<file path="config.mk">
export PLATFORM = sky130hd
export DESIGN_NAME = proximity_blink_scheduler
export DESIGN_NICKNAME = d
export VERILOG_FILES = /design/src/rtl/pbs_pkg.sv /design/src/rtl/pbs_period_unit.sv /design/src/rtl/proximity_blink_scheduler.sv
export VERILOG_INCLUDE_DIRS = /design/src /design/src/rtl
export SDC_FILE = /design/constraint.sdc
export NUM_CORES = 1
export LEC_CHECK = 0
export ABC_AREA = 1
export BUFFER_PORTS_ARGS = -buffer_cell sky130_fd_sc_hd__buf_4
export CAP_MARGIN = 25
export CORE_AREA = 2 2 160 162
export DETAILED_ROUTE_END_ITERATION = 10
export DIE_AREA = 0 0 162 164
export HOLD_SLACK_MARGIN = 0.03
export PLACE_DENSITY = 0.76
export SLEW_MARGIN = 20
export SYNTH_ARGS = -nofsm -noshare
export SYNTH_HDL_FRONTEND = slang
export SYNTH_HIERARCHICAL = 1
export SYNTH_SLANG_ARGS = --single-unit
export TNS_END_PERCENT = 20
</file>
<file path="constraint.sdc">
create_clock -name aclk -period 5.1 [get_ports aclk]
set_input_delay 0 -clock aclk [delete_from_list [all_inputs] [get_ports aclk]]
set_output_delay 0 -clock aclk [all_outputs]
set_load 0.005 [all_outputs]
</file>
<file path="src/rtl/assert_macros.svh">
// Assertion macros shared by the RTL files of the proximity blink scheduler.
// Needs a clock named aclk and an active-low reset named aresetn in scope.
`ifndef ASSERT_MACROS_SVH
`define ASSERT_MACROS_SVH

// Clocked check, masked while reset is held.
`define ASSERT_CLK(label, prop, msg) \
    label: assert property (@(posedge aclk) disable iff (!aresetn) (prop)) \
        else $error(msg);

// Clocked check that also holds during reset.
`define ASSERT_ALWAYS(label, prop, msg) \
    label: assert property (@(posedge aclk) (prop)) else $error(msg);

`endif

</file>
<file path="src/rtl/pbs_pkg.sv">
// Shared widths, reset values and codes for the proximity blink scheduler.
// No dependencies; imported by pbs_period_unit and proximity_blink_scheduler.
`default_nettype none

package pbs_pkg;

    localparam int unsigned DIST_W_DEFAULT = 10;
    localparam int unsigned ALARM_W        = 10;
    localparam int unsigned PERIOD_W       = 16;
    localparam int unsigned CFG_ADDR_W     = 2;
    localparam int unsigned CFG_DATA_W     = 16;

    localparam logic [ALARM_W-1:0]  ALARM_RESET = ALARM_W'(30);
    localparam logic [PERIOD_W-1:0] SAFE_RESET  = PERIOD_W'(1000);
    localparam logic [PERIOD_W-1:0] MIN_RESET   = PERIOD_W'(80);
    localparam logic [PERIOD_W-1:0] PING_RESET  = PERIOD_W'(120);

    localparam logic ACT_TICK    = 1'b0;
    localparam logic ACT_READING = 1'b1;

    typedef enum logic [CFG_ADDR_W-1:0] {
        REG_ALARM = 2'd0,
        REG_SAFE  = 2'd1,
        REG_MIN   = 2'd2,
        REG_PING  = 2'd3
    } pbs_reg_idx_t;

endpackage

`default_nettype wire

</file>
<file path="src/rtl/pbs_period_unit.sv">
// Serial blink period unit: min + d * span / alarm by shift-add then restoring division.
// Depends on pbs_pkg and assert_macros.svh.
`default_nettype none
`include "assert_macros.svh"

module pbs_period_unit #(
    parameter int unsigned DIST_W = pbs_pkg::DIST_W_DEFAULT
) (
    input  logic                          aclk,
    input  logic                          aresetn,
    input  logic                          start,
    input  logic [DIST_W-1:0]             dist_in,
    input  logic [pbs_pkg::PERIOD_W-1:0]  span,
    input  logic [pbs_pkg::PERIOD_W-1:0]  min_period,
    input  logic [pbs_pkg::ALARM_W-1:0]   alarm,
    output logic                          done,
    output logic [pbs_pkg::PERIOD_W-1:0]  period
);
    import pbs_pkg::*;

    localparam int unsigned PROD_W    = DIST_W + PERIOD_W;
    localparam int unsigned STEPS_MAX = (DIST_W > PERIOD_W) ? DIST_W : PERIOD_W;
    localparam int unsigned CNT_W     = $clog2(STEPS_MAX);

    typedef enum logic [1:0] {
        U_IDLE,
        U_MUL,
        U_DIV
    } ustate_t;

    ustate_t              state_reg, state_next;
    logic [CNT_W-1:0]     cnt_reg, cnt_next;
    logic [DIST_W-1:0]    d_sh_reg, d_sh_next;
    logic [PERIOD_W-1:0]  span_reg, span_next;
    logic [PROD_W-1:0]    acc_reg, acc_next;
    logic [ALARM_W-1:0]   rem_reg, rem_next;
    logic [PERIOD_W-1:0]  q_reg, q_next;
    logic                 done_reg, done_next;

    logic [PROD_W-1:0]    addend;
    logic [PROD_W-1:0]    acc_sum;
    logic [ALARM_W:0]     trial;
    logic [ALARM_W:0]     trial_sub;
    logic                 fits;

    // One multiplier bit per cycle, MSB first.
    assign addend  = d_sh_reg[DIST_W-1] ? PROD_W'(span_reg) : '0;
    assign acc_sum = {acc_reg[PROD_W-2:0], 1'b0} + addend;

    // One quotient bit per cycle.
    assign trial     = {rem_reg, q_reg[PERIOD_W-1]};
    assign fits      = (trial >= {1'b0, alarm});
    assign trial_sub = trial - {1'b0, alarm};

    always_comb begin
        state_next = state_reg;
        cnt_next   = cnt_reg;
        d_sh_next  = d_sh_reg;
        span_next  = span_reg;
        acc_next   = acc_reg;
        rem_next   = rem_reg;
        q_next     = q_reg;
        done_next  = 1'b0;
        unique case (state_reg)
            U_IDLE: begin
                if (start) begin
                    d_sh_next  = dist_in;
                    span_next  = span;
                    acc_next   = '0;
                    cnt_next   = CNT_W'(DIST_W - 1);
                    state_next = U_MUL;
                end
            end
            U_MUL: begin
                acc_next  = acc_sum;
                d_sh_next = {d_sh_reg[DIST_W-2:0], 1'b0};
                if (cnt_reg == '0) begin
                    // Upper part of the product is below alarm, so it fits the remainder.
                    rem_next   = ALARM_W'(acc_sum[PROD_W-1:PERIOD_W]);
                    q_next     = acc_sum[PERIOD_W-1:0];
                    cnt_next   = CNT_W'(PERIOD_W - 1);
                    state_next = U_DIV;
                end else begin
                    cnt_next = cnt_reg - 1'b1;
                end
            end
            U_DIV: begin
                rem_next = fits ? trial_sub[ALARM_W-1:0] : trial[ALARM_W-1:0];
                q_next   = {q_reg[PERIOD_W-2:0], fits};
                if (cnt_reg == '0) begin
                    done_next  = 1'b1;
                    state_next = U_IDLE;
                end else begin
                    cnt_next = cnt_reg - 1'b1;
                end
            end
            default: state_next = U_IDLE;
        endcase
    end

    always_ff @(posedge aclk) begin
        if (!aresetn) begin
            state_reg <= U_IDLE;
            cnt_reg   <= '0;
            done_reg  <= 1'b0;
        end else begin
            state_reg <= state_next;
            cnt_reg   <= cnt_next;
            done_reg  <= done_next;
        end
        d_sh_reg <= d_sh_next;
        span_reg <= span_next;
        acc_reg  <= acc_next;
        rem_reg  <= rem_next;
        q_reg    <= q_next;
    end

    assign done   = done_reg;
    assign period = min_period + q_reg;

    `ASSERT_CLK(a_start_idle, start |-> (state_reg == U_IDLE), "start while unit busy")
    `ASSERT_CLK(a_done_pulse, done_reg |=> !done_reg, "done longer than one cycle")
    `ASSERT_CLK(a_rem_below, (state_reg == U_DIV) |-> (rem_reg < alarm),
                "division remainder not below divisor")

endmodule

`default_nettype wire

</file>
<file path="src/rtl/proximity_blink_scheduler.sv">
// Proximity blink scheduler: tick-driven ping schedule and distance-proportional LED blink.
// Ticks, zero readings and readings at or beyond the alarm distance: result in the next cycle.
// Readings inside the zone: the result waits for the serial multiply/divide unit.
// Throughput: one word per cycle for ticks if m_ready holds; next word waits for a zone reading.
// Reset (aresetn low, synchronous) restores register defaults and clears all schedule state.
// Depends on pbs_pkg, pbs_period_unit and assert_macros.svh.
`default_nettype none
`include "assert_macros.svh"

module proximity_blink_scheduler #(
    parameter int unsigned DISTANCE_BITS = pbs_pkg::DIST_W_DEFAULT
) (
    input  logic                            aclk,
    input  logic                            aresetn,
    // configuration write port
    input  logic                            cfg_wr_en,
    input  logic [pbs_pkg::CFG_ADDR_W-1:0]  cfg_addr,
    input  logic [pbs_pkg::CFG_DATA_W-1:0]  cfg_wdata,
    // input words
    input  logic                            s_valid,
    output logic                            s_ready,
    input  logic                            s_action,
    input  logic [DISTANCE_BITS-1:0]        s_distance_cm,
    // result words
    output logic                            m_valid,
    input  logic                            m_ready,
    output logic                            m_led_on,
    output logic                            m_ping_request,
    output logic                            m_in_zone,
    output logic                            m_have_reading
);
    import pbs_pkg::*;

    localparam int unsigned CMP_W = (DISTANCE_BITS > ALARM_W) ? DISTANCE_BITS : ALARM_W;

    typedef enum logic {
        ST_IDLE,
        ST_CALC
    } state_t;

    // configuration
    logic [ALARM_W-1:0]       alarm_reg, alarm_next;
    logic [PERIOD_W-1:0]      safe_reg, safe_next;
    logic [PERIOD_W-1:0]      min_reg, min_next;
    logic [PERIOD_W-1:0]      ping_per_reg, ping_per_next;

    // schedule state
    state_t                   state_reg, state_next;
    logic                     seen_reg, seen_next;
    logic [DISTANCE_BITS-1:0] dist_reg, dist_next;
    logic [PERIOD_W-1:0]      blink_per_reg, blink_per_next;
    logic [PERIOD_W-1:0]      ping_wait_reg, ping_wait_next;
    logic [PERIOD_W-1:0]      blink_wait_reg, blink_wait_next;
    logic                     led_reg, led_next;

    // output word
    logic                     m_valid_reg, m_valid_next;
    logic                     o_led_reg, o_led_next;
    logic                     o_ping_reg, o_ping_next;
    logic                     o_zone_reg, o_zone_next;
    logic                     o_have_reg, o_have_next;

    logic                     accept;
    logic                     d_nonzero;
    logic                     d_below;
    logic                     stored_below;
    logic [PERIOD_W-1:0]      span;
    logic                     u_start;
    logic                     u_done;
    logic [PERIOD_W-1:0]      u_period;

    // Take a new word only when idle and the output slot is empty or empties this cycle.
    assign s_ready = (state_reg == ST_IDLE) && (!m_valid_reg || m_ready);
    assign accept  = s_valid && s_ready;

    assign d_nonzero    = (s_distance_cm != '0);
    assign d_below      = (CMP_W'(s_distance_cm) < CMP_W'(alarm_reg));
    assign stored_below = (CMP_W'(dist_reg) < CMP_W'(alarm_reg));

    // Span clamps to zero when the safe period is below the minimum.
    assign span = (safe_reg >= min_reg) ? (safe_reg - min_reg) : '0;

    // A zero alarm distance never reaches the divider: nothing is below it.
    assign u_start = accept && (s_action == ACT_READING) && d_nonzero && d_below;

    pbs_period_unit #(
        .DIST_W (DISTANCE_BITS)
    ) u_period_unit (
        .aclk       (aclk),
        .aresetn    (aresetn),
        .start      (u_start),
        .dist_in    (s_distance_cm),
        .span       (span),
        .min_period (min_reg),
        .alarm      (alarm_reg),
        .done       (u_done),
        .period     (u_period)
    );

    always_comb begin
        alarm_next      = alarm_reg;
        safe_next       = safe_reg;
        min_next        = min_reg;
        ping_per_next   = ping_per_reg;
        state_next      = state_reg;
        seen_next       = seen_reg;
        dist_next       = dist_reg;
        blink_per_next  = blink_per_reg;
        ping_wait_next  = ping_wait_reg;
        blink_wait_next = blink_wait_reg;
        led_next        = led_reg;
        m_valid_next    = m_valid_reg && !m_ready;
        o_led_next      = o_led_reg;
        o_ping_next     = o_ping_reg;
        o_zone_next     = o_zone_reg;
        o_have_next     = o_have_reg;

        if (cfg_wr_en) begin
            unique case (pbs_reg_idx_t'(cfg_addr))
                REG_ALARM: alarm_next    = cfg_wdata[ALARM_W-1:0];
                REG_SAFE:  safe_next     = cfg_wdata[PERIOD_W-1:0];
                REG_MIN:   min_next      = cfg_wdata[PERIOD_W-1:0];
                REG_PING:  ping_per_next = cfg_wdata[PERIOD_W-1:0];
                default:   ;
            endcase
        end

        unique case (state_reg)
            ST_IDLE: begin
                if (accept) begin
                    if (s_action == ACT_TICK) begin
                        // Ping countdown: request on zero, then reload.
                        o_ping_next = (ping_wait_reg == '0);
                        if (ping_wait_reg == '0) begin
                            ping_wait_next = (ping_per_reg != '0) ? ping_per_reg - 1'b1 : '0;
                        end else begin
                            ping_wait_next = ping_wait_reg - 1'b1;
                        end
                        // Blink countdown runs only once a reading exists.
                        if (seen_reg) begin
                            if (blink_wait_reg == '0) begin
                                led_next        = !led_reg;
                                blink_wait_next = (blink_per_reg != '0) ?
                                                  blink_per_reg - 1'b1 : '0;
                            end else begin
                                blink_wait_next = blink_wait_reg - 1'b1;
                            end
                        end
                        o_led_next   = seen_reg && led_next;
                        o_zone_next  = seen_reg && stored_below;
                        o_have_next  = seen_reg;
                        m_valid_next = 1'b1;
                    end else if (!d_nonzero) begin
                        // No echo: report state, change nothing.
                        o_led_next   = seen_reg && led_reg;
                        o_ping_next  = 1'b0;
                        o_zone_next  = seen_reg && stored_below;
                        o_have_next  = seen_reg;
                        m_valid_next = 1'b1;
                    end else if (!d_below) begin
                        // At or beyond the boundary: safe period, no division.
                        seen_next      = 1'b1;
                        dist_next      = s_distance_cm;
                        blink_per_next = safe_reg;
                        o_led_next     = led_reg;
                        o_ping_next    = 1'b0;
                        o_zone_next    = 1'b0;
                        o_have_next    = 1'b1;
                        m_valid_next   = 1'b1;
                    end else begin
                        // Inside the zone: hold the distance and wait for the unit.
                        dist_next  = s_distance_cm;
                        state_next = ST_CALC;
                    end
                end
            end
            ST_CALC: begin
                if (u_done) begin
                    seen_next      = 1'b1;
                    blink_per_next = u_period;
                    o_led_next     = led_reg;
                    o_ping_next    = 1'b0;
                    o_zone_next    = 1'b1;
                    o_have_next    = 1'b1;
                    m_valid_next   = 1'b1;
                    state_next     = ST_IDLE;
                end
            end
            default: state_next = ST_IDLE;
        endcase
    end

    always_ff @(posedge aclk) begin
        if (!aresetn) begin
            alarm_reg      <= ALARM_RESET;
            safe_reg       <= SAFE_RESET;
            min_reg        <= MIN_RESET;
            ping_per_reg   <= PING_RESET;
            state_reg      <= ST_IDLE;
            seen_reg       <= 1'b0;
            dist_reg       <= '0;
            blink_per_reg  <= '0;
            ping_wait_reg  <= '0;
            blink_wait_reg <= '0;
            led_reg        <= 1'b0;
            m_valid_reg    <= 1'b0;
        end else begin
            alarm_reg      <= alarm_next;
            safe_reg       <= safe_next;
            min_reg        <= min_next;
            ping_per_reg   <= ping_per_next;
            state_reg      <= state_next;
            seen_reg       <= seen_next;
            dist_reg       <= dist_next;
            blink_per_reg  <= blink_per_next;
            ping_wait_reg  <= ping_wait_next;
            blink_wait_reg <= blink_wait_next;
            led_reg        <= led_next;
            m_valid_reg    <= m_valid_next;
        end
        o_led_reg  <= o_led_next;
        o_ping_reg <= o_ping_next;
        o_zone_reg <= o_zone_next;
        o_have_reg <= o_have_next;
    end

    assign m_valid        = m_valid_reg;
    assign m_led_on       = o_led_reg;
    assign m_ping_request = o_ping_reg;
    assign m_in_zone      = o_zone_reg;
    assign m_have_reading = o_have_reg;

    `ASSERT_CLK(a_done_in_calc, u_done |-> (state_reg == ST_CALC),
                "period unit finished outside a zone reading")
    `ASSERT_CLK(a_tick_result, (accept && (s_action == ACT_TICK)) |=> m_valid,
                "tick word gave no result on the next cycle")
    `ASSERT_CLK(a_led_needs_data, m_valid |-> (!m_led_on || m_have_reading),
                "LED lit before any reading")

endmodule

`default_nettype wire
</file>
==> flow_metrics.py, run 1 <==
metrics = {
    "drt": {
        "drt-wirelength-per-cell_um": 15.8,
        "drc": 0,
        "drtAntennaViolNets": 0,
        "vias_per_cell": 5.52,
        "drt_first_iter_violations": 1331,
        "drt-pass1-iter-count": 6,
        "routed_wirelength_mm": 41.4,
        "detailroute.via_count": 14500,
    },
    "place": {
        "dpl-instance-area_um2": 15200,
        "numPortBuffers": 39,
        "hpwlAfterDp_mm": 31.1,
        "routabilityCongestion": 1.03,
    },
    "clock_network": {
        "cts-root-to-sink-buffers": 3,
        "cts.reportedPaths.clkPinSlew_ns": 0.06,
        "worstSkewPairLatency_ns": 0.53,
        "cts_made_buffers": 24,
        "tritoncts_clock_tree": "done",
        "post_cts.repair.setup_buffers": 0,
        "cts_htree_levels": 1,
        "post_cts_resized": 0,
        "numClockSinks": 208,
        "root_buffer": "clkbuf_16",
    },
    "synth": {
        "post_synth_instance_area_um2": 14600,
        "postSynthNetCount": 2334,
        "postSynthCellCount": 2209,
        "post_synth_num_cell_types": 44,
        "synth_edf_count": 81,
        "postSynth.topFlopCell": "dfxtp_1",
        "synth_sequential_area_ratio": 0.340,
        "synth_seq_cells": 208,
        "synth_area_per_cell_um2": 6.63,
        "postSynth.asyncResetShare": 0,
        "synth_warnings": 6,
    },
    "worst_setup_path": {
        "crit_path_max_incr_delay_ns": 0.62,
        "cp_max_fo": 27,
        "worst-setup-path-type": "reg -> reg",
        "critPathLaunchType": "flop",
        "buf_inv_stages_crit_path": 2,
        "worst_ep_arrival_time_ns": 3.37,
        "cell_type_group_with_the_largest_total_delay_on_the_critical_path": "simple AND/OR/NAND/NOR gates",
        "cpMostUsedCell": "inv_1",
        "critical_path_required_ns": 5.54,
        "critPathSlowestCell": "dfxtp_1",
        "crit_path_cell_trace": "nor3_4 > nand2_2 > nor2_4 > nand4_1 > inv_1 > nand2_1 > inv_1 > o21ai_0 > a21oi_1",
        "critPathCaptureType": "flop",
    },
    "worst_hold_path": {
        "worst_hold_path_type": "in -> reg",
    },
    "grt": {
        "antenna_violations_before_repair": 1,
        "grt_use_met2": 0.490,
        "grtUsageMet3": 0.0396,
        "largest_net_degree_at_the_start_of_global_routing": 110,
        "groute.layer.met1.usage": 0.442,
        "grt.overflow.total": 0,
        "first_global_vias": 13100,
        "global_route.peak_usage_layer": "met2",
        "global_route_total_usage_across_every_layer": 0.309,
        "grt_pass1_wl_mm": 66.0,
    },
    "timing": {
        "final.setup_skew_ns": 0.0184,
        "maxClockFrequency_mhz": 341,
        "slew_headroom": 0.364,
        "finalHoldViolations": 0,
        "rsz_0062_raised_after_global_routing": "false",
        "worst-slew-pin-transition_ns": 0.953,
        "setup_viols_final": 0,
        "final_min_period_over_clock_period": 0.575,
        "fin_setup_tns_ns": 0,
        "slew_viol_final": 0,
        "finalCriticalPeriod_ns": 2.93,
    },
    "cells_and_area": {
        "mostFrequentLayoutCell": "nand2_1",
        "area_growth_syn_to_layout_pct": 11.9,
        "stdcell_area_um2": 16400,
        "largest_register_ffs": 25,
        "fillCellCount": 2183,
        "finish.net_count": 2393,
        "drive_above_1_share": 0.0599,
        "core_occupancy_in_the_finished_layout": 0.661,
        "n_antenna_cell": 0,
        "layout_common_cells": "nand2_1 (646), inv_1 (301), nor2_1 (270), nand3_1 (175), a21oi_1 (148)",
    },
    "floorplanning": {
        "die_height_um": 164,
        "initial_utilization": 0.590,
        "top_level_ports": 40,
        "design.core.area_um2": 24800,
        "dieArea_um2": 26600,
        "placement_rows": 58,
        "die_width_um": 162,
    },
    "run_status": {
        "run_status": "completed",
    },
    "pwr": {
        "static-leakage-power_nw": 8.23,
        "vdd_ir_drop_max_v": 0.000273,
        "post-layout-total-power_mw": 4.97,
        "power.density_cell_area_nw_per_um2": 303,
    },
    "flow_run": {
        "max_cap_violations": 0,
    },
}
[worst reg2reg max path, delay by kind of cell (launching register included)]
family | cells | cell delay (ns)
compound gates | 2 | 0.37
buf+inv | 2 | 0.66
simple gates | 5 | 1.18
flops | 1 | 0.62
[area by class of cell]
| cell class | instances | area, µm² | share of cell area |
|---|---|---|---|
| multi-input combinational | 1637 | 8250 | 0.503 |
| tap | 330 | 413 | 0.0252 |
| clock buffer | 30 | 654 | 0.0399 |
| timing repair buffer | 84 | 768 | 0.0469 |
| clock inverter | 14 | 163 | 0.00992 |
| sequential | 208 | 4970 | 0.303 |
| inverter | 313 | 1170 | 0.0717 |
[report_power, final]
part,switching (mW),leakage (nW),internal (mW)
combinational,0.821,6.04,0.429
sequential,0.0881,1.79,1.84
clock,0.723,0.403,1.07
[layer usage]
metal  wire [µm]  part of all wire
met1       18500              0.45
met2       18100              0.44
met3        3560             0.086
met4        1170             0.028
met5           0                 0
[repair_timing]
| item | CTS | global route |
|---|---|---|
| setup endpoints to repair | 0 | 0 |
| hold buffers | 38 | 1 |
| hold endpoints to repair | 83 | 32 |
[synth_stat cells (3+ instances only)]
cell	count	area share
a21o_1	5	0.0026
a21oi_1	148	0.051
a31oi_1	6	0.0026
and2_1	5	0.0021
buf_1	3	0.00077
buf_2	10	0.0034
buf_4	4	0.0020
buf_6	5	0.0038
clkbuf_1	28	0.0072
dfxtp_1	127	0.17
edfxtp_1	81	0.17
fa_1	4	0.0055
ha_1	87	0.074
inv_1	301	0.077
inv_2	10	0.0026
nand2_1	646	0.17
nand2_2	9	0.0038
nand2_4	3	0.0023
nand3_1	175	0.060
nand3_2	5	0.0034
nand3b_1	15	0.0077
nand4_1	30	0.013
nor2_1	270	0.069
nor2_2	4	0.0017
nor2_4	5	0.0038
nor3_1	15	0.0051
o211ai_1	7	0.0036
o21a_1	5	0.0026
o21ai_0	113	0.039
o21ai_1	10	0.0034
o21bai_1	5	0.0026
or2_2	7	0.0030
xnor2_1	15	0.0090
xor2_1	32	0.019
[per-stage QoR]
stage,setup slack (ns),instances,hold WS (ns)
floorplan,1.32,2209,0.113
global placement,2.36,2531,0.251
detailed placement,2.24,2532,0.263
CTS,2.21,2614,0.0579
global route,1.92,2616,0.123
finish,2.17,2616,0.0700
[path summary, 6_finish.rpt]
path / from / to / slack (ns) / depth (start not counted)
setup / recovery: state_reg / u_period_unit/state_reg[0] / 2.17 / 9
hold / removal: cfg_wr_en / alarm_reg[9] / 0.07 / 3
setup reg to reg: state_reg / u_period_unit/state_reg[0] / 2.17 / 9
hold reg to reg: safe_reg[13] / safe_reg[13] / 0.48 / 2
[cell families (layout without fill, tap and decap cells)]
family / Yosys count / in the layout / synth area share
buffers and inverters: 364 / 441 / 0.0985
adder cells (fa/ha/maj): 91 / 91 / 0.0798
AO/OA/AOI/OAI: 306 / 306 / 0.110
XOR/XNOR: 47 / 47 / 0.0281
AND/OR/NAND/NOR: 1193 / 1193 / 0.344
flip-flops: 208 / 208 / 0.340
No activity file was read; power rests on OpenSTA's default activity.
==> run 2: changes to the inputs <==
--- a/config.mk
+++ b/config.mk
@@ -6,12 +6,12 @@
 export SDC_FILE = /design/constraint.sdc
 export NUM_CORES = 1
 export LEC_CHECK = 0
-export ABC_AREA = 1
+export ABC_AREA = 0
 export BUFFER_PORTS_ARGS = -buffer_cell sky130_fd_sc_hd__buf_4
 export CAP_MARGIN = 25
-export CORE_AREA = 2 2 160 162
+export CORE_AREA = 2 2 154 156
 export DETAILED_ROUTE_END_ITERATION = 10
-export DIE_AREA = 0 0 162 164
+export DIE_AREA = 0 0 156 158
 export HOLD_SLACK_MARGIN = 0.03
 export PLACE_DENSITY = 0.76
 export SLEW_MARGIN = 20
==> constraint.sdc (replaced) <==
create_clock -name aclk -period 2.65 [get_ports aclk]
set_input_delay 0 -clock aclk [delete_from_list [all_inputs] [get_ports aclk]]
set_output_delay 0 -clock aclk [all_outputs]
set_load 0.005 [all_outputs]
==> flow_metrics.py, run 2 <==
metrics = {
    "run_status": {
        "run_status": "finished with violations",
        "violated_checks": "setup timing",
    },
    "timing": {
        "final_min_period_over_clock_period": 1.04,
        "worst-slew-pin-transition_ns": 0.984,
        "finalCriticalPeriod_ns": 2.74,
        "slew_headroom": 0.344,
        "finalHoldViolations": 0,
        "rsz_0062_raised_after_global_routing": "true",
        "layout_setup_ws_ns": -0.0941,
        "setup_viols_final": 19,
        "maxClockFrequency_mhz": 364,
        "fin_setup_tns_ns": -0.884,
        "slew_viol_final": 0,
        "final.setup_skew_ns": 0.0213,
    },
    "synth": {
        "post_synth_num_cell_types": 80,
        "synthMostInstantiatedCell": "nand2_1",
        "synth_seq_cells": 208,
        "synth_sequential_area_ratio": 0.384,
        "library_cell_with_the_largest_summed_area_after_synthesis": "dfxtp_1",
        "postSynth.asyncResetShare": 0,
        "postSynth.topFlopCell": "dfxtp_1",
        "yosys-top-cells-count": "nand2_1 (205), a21oi_1 (143), dfxtp_1 (127)",
        "synth_warnings": 6,
        "synth_edf_count": 81,
        "synth_area_per_cell_um2": 8.64,
        "postSynthCellCount": 1499,
        "synth_top_cells_by_area": "dfxtp_1 (20%), edfxtp_1 (19%), ha_1 (8.4%)",
        "post_synth_instance_area_um2": 13000,
        "synth_top_area_frac": 0.196,
        "postSynthNetCount": 1624,
    },
    "place": {
        "dpl.cell_count": 1838,
        "numPortBuffers": 39,
        "routabilityCongestion": 0.968,
        "hpwlAfterDp_mm": 25.9,
    },
    "cells_and_area": {
        "drive_above_1_share": 0.153,
        "area_growth_syn_to_layout_pct": 20.1,
        "core_occupancy_in_the_finished_layout": 0.675,
        "n_antenna_cell": 0,
        "mostFrequentLayoutCell": "nand2_1",
        "finish.net_count": 1739,
        "layout_common_cells": "nand2_1 (205), a21oi_1 (132), dfxtp_1 (125), buf_4 (113), nor2_1 (95)",
        "fin_cells": 1922,
        "largest_register_ffs": 25,
    },
    "floorplanning": {
        "dieArea_um2": 24600,
        "die_width_um": 156,
        "design.core.area_um2": 23100,
        "die_height_um": 158,
        "top_level_ports": 40,
        "initial_utilization": 0.562,
        "placement_rows": 56,
    },
    "grt": {
        "first_global_vias": 11300,
        "largest_net_degree_at_the_start_of_global_routing": 85,
        "antenna_violations_before_repair": 0,
        "grt_pass1_wl_mm": 57.3,
        "grt.overflow.total": 0,
        "global_route_total_usage_across_every_layer": 0.292,
    },
    "drt": {
        "vias_per_cell": 6.14,
        "drtAntennaViolNets": 0,
        "drc": 0,
        "drt_first_iter_violations": 977,
        "drt-wirelength-per-cell_um": 19.0,
        "detailroute.via_count": 11800,
        "routed_wirelength_mm": 36.5,
        "drt-pass1-iter-count": 7,
    },
    "worst_hold_path": {
        "holdCritStartpoint": "m_ready",
        "min_delay_path_depth": 4,
        "worst_hold_path_type": "in -> reg",
        "hold_path_end": "m_valid",
    },
    "clock_network": {
        "cts-root-to-sink-buffers": 3,
        "cts_htree_levels": 1,
        "numClockSinks": 208,
        "worstSkewPairLatency_ns": 0.54,
        "cts_made_buffers": 24,
        "tritoncts_clock_tree": "done",
        "cts.reportedPaths.clkPinSlew_ns": 0.06,
        "root_buffer": "clkbuf_16",
    },
    "worst_setup_path": {
        "critical_path_required_ns": 2.92,
        "ff2ff_setup_slack_ns": -0.09,
        "worst_setup_path_startpoint": "u_period_unit/d_sh_reg[9]",
        "reg2reg_depth": 10,
        "worst-setup-path-type": "reg -> reg",
        "critPathCaptureType": "flop",
        "cp_max_fo": 3,
        "critical_path.reg2reg.startpoint": "u_period_unit/d_sh_reg[9]",
        "worst_ep_arrival_time_ns": 3.01,
        "critPathLaunchType": "flop",
        "regToRegEndpoint": "u_period_unit/q_reg[15]",
    },
    "pwr": {
        "static-leakage-power_nw": 6.05,
        "power.density_cell_area_nw_per_um2": 665,
        "vdd_ir_drop_max_v": 0.000534,
    },
    "flow_run": {
        "max_cap_violations": 0,
    },
}
[run 2: cell types whose count changed after synthesis, moves of 19 or more]
cell,delta
nor2b_1,+19
nor2_1,-174
inv_1,-226
nand3_1,-139
o21ai_0,-22
clkbuf_1,+24
nor3_1,+27
xnor2_1,+26
a211oi_1,+25
mux2i_1,+24
and2_1,+23
nand2_1,-441
[run 2: metal layers]
metal	global-route usage	part of all wire	up-vias
li1	-	-	5650
met1	0.373	0.42	5597
met2	0.507	0.48	435
met4	0.109	0.044	0
met5	0	0	-
met3	0.0370	0.058	116
[run 2: cell families after synthesis]
kind of cell             count (synthesis)  share of synthesized area
AO/OA/AOI/OAI                          408                      0.198
XOR/XNOR                                76                     0.0514
adder cells (fa/ha/maj)                 91                     0.0902
buffers and inverters                  139                     0.0414
flip-flops                             208                      0.384
multiplexers                            39                     0.0316
AND/OR/NAND/NOR                        538                      0.203
[run 2: worst max-delay path by stage]
stage | to | slack [ns] | cells after the start
3_5_place_dp | u_period_unit/q_reg[15] | -0.23 | 10
2_1_floorplan | u_period_unit/q_reg[15] | -0.08 | 10
3_3_place_gp | u_period_unit/q_reg[15] | -0.16 | 10
6_report | u_period_unit/q_reg[15] | -0.09 | 10
4_1_cts | u_period_unit/rem_reg[5] | -0.16 | 11
5_1_grt | u_period_unit/q_reg[11] | -0.20 | 12
[run 2: worst max-delay path, cell delays in order (launching register included)]
cell and delay [ns]:
edfxtp_1 0.40, and2_4 0.18, ha_4 0.16, fa_2 0.35, a21o_1 0.21, a221oi_4 0.27, o211ai_1 0.19, a21oi_2 0.21
o2bb2ai_1 0.15, xnor2_1 0.09, mux2_2 0.27
[run 2: metrics by stage]
stage | hold slack (ns) | power (mW) | instance area [µm²] | worst slack, ns
after floorplan | 0.124 | 5.74 | 13000 | -0.0828
after global placement | 0.267 | 6.53 | 14000 | -0.157
after detailed placement | 0.271 | 6.58 | 14000 | -0.227
after CTS | 0.0497 | 10.3 | 15300 | -0.158
after global routing | 0.0857 | 10.8 | 15600 | -0.203
final | 0.0686 | 10.3 | 15600 | -0.0941
[run 2: timing repair]
action | CTS | global route
hold buffers | 33 | 0
endpoints found under the hold margin | 81 | 0
gates resized for setup | 13 | 52
pin swaps | 12 | 34
endpoints found under the setup margin | 26 | 91
buffers inserted | 2 | 5
[run 2: area by class of cell]
cell class                      count  area (µm²)
Clock buffer                       34         678
Clock inverter                     10         195
Fill cell                        1770        7490
Inverter                           76         287
Multi-Input combinational cell   1152        7780
Sequential cell                   208        4980
Tap cell                          290         363
Timing Repair Buffer              152        1280
[run 2: power breakdown]
part / switching [mW] / leakage (nW) / total (mW) / internal [mW]
sequential: 0.204 / 1.79 / 3.79 / 3.58
clock: 1.37 / 0.417 / 3.65 / 2.28
combinational: 1.70 / 3.85 / 2.91 / 1.21
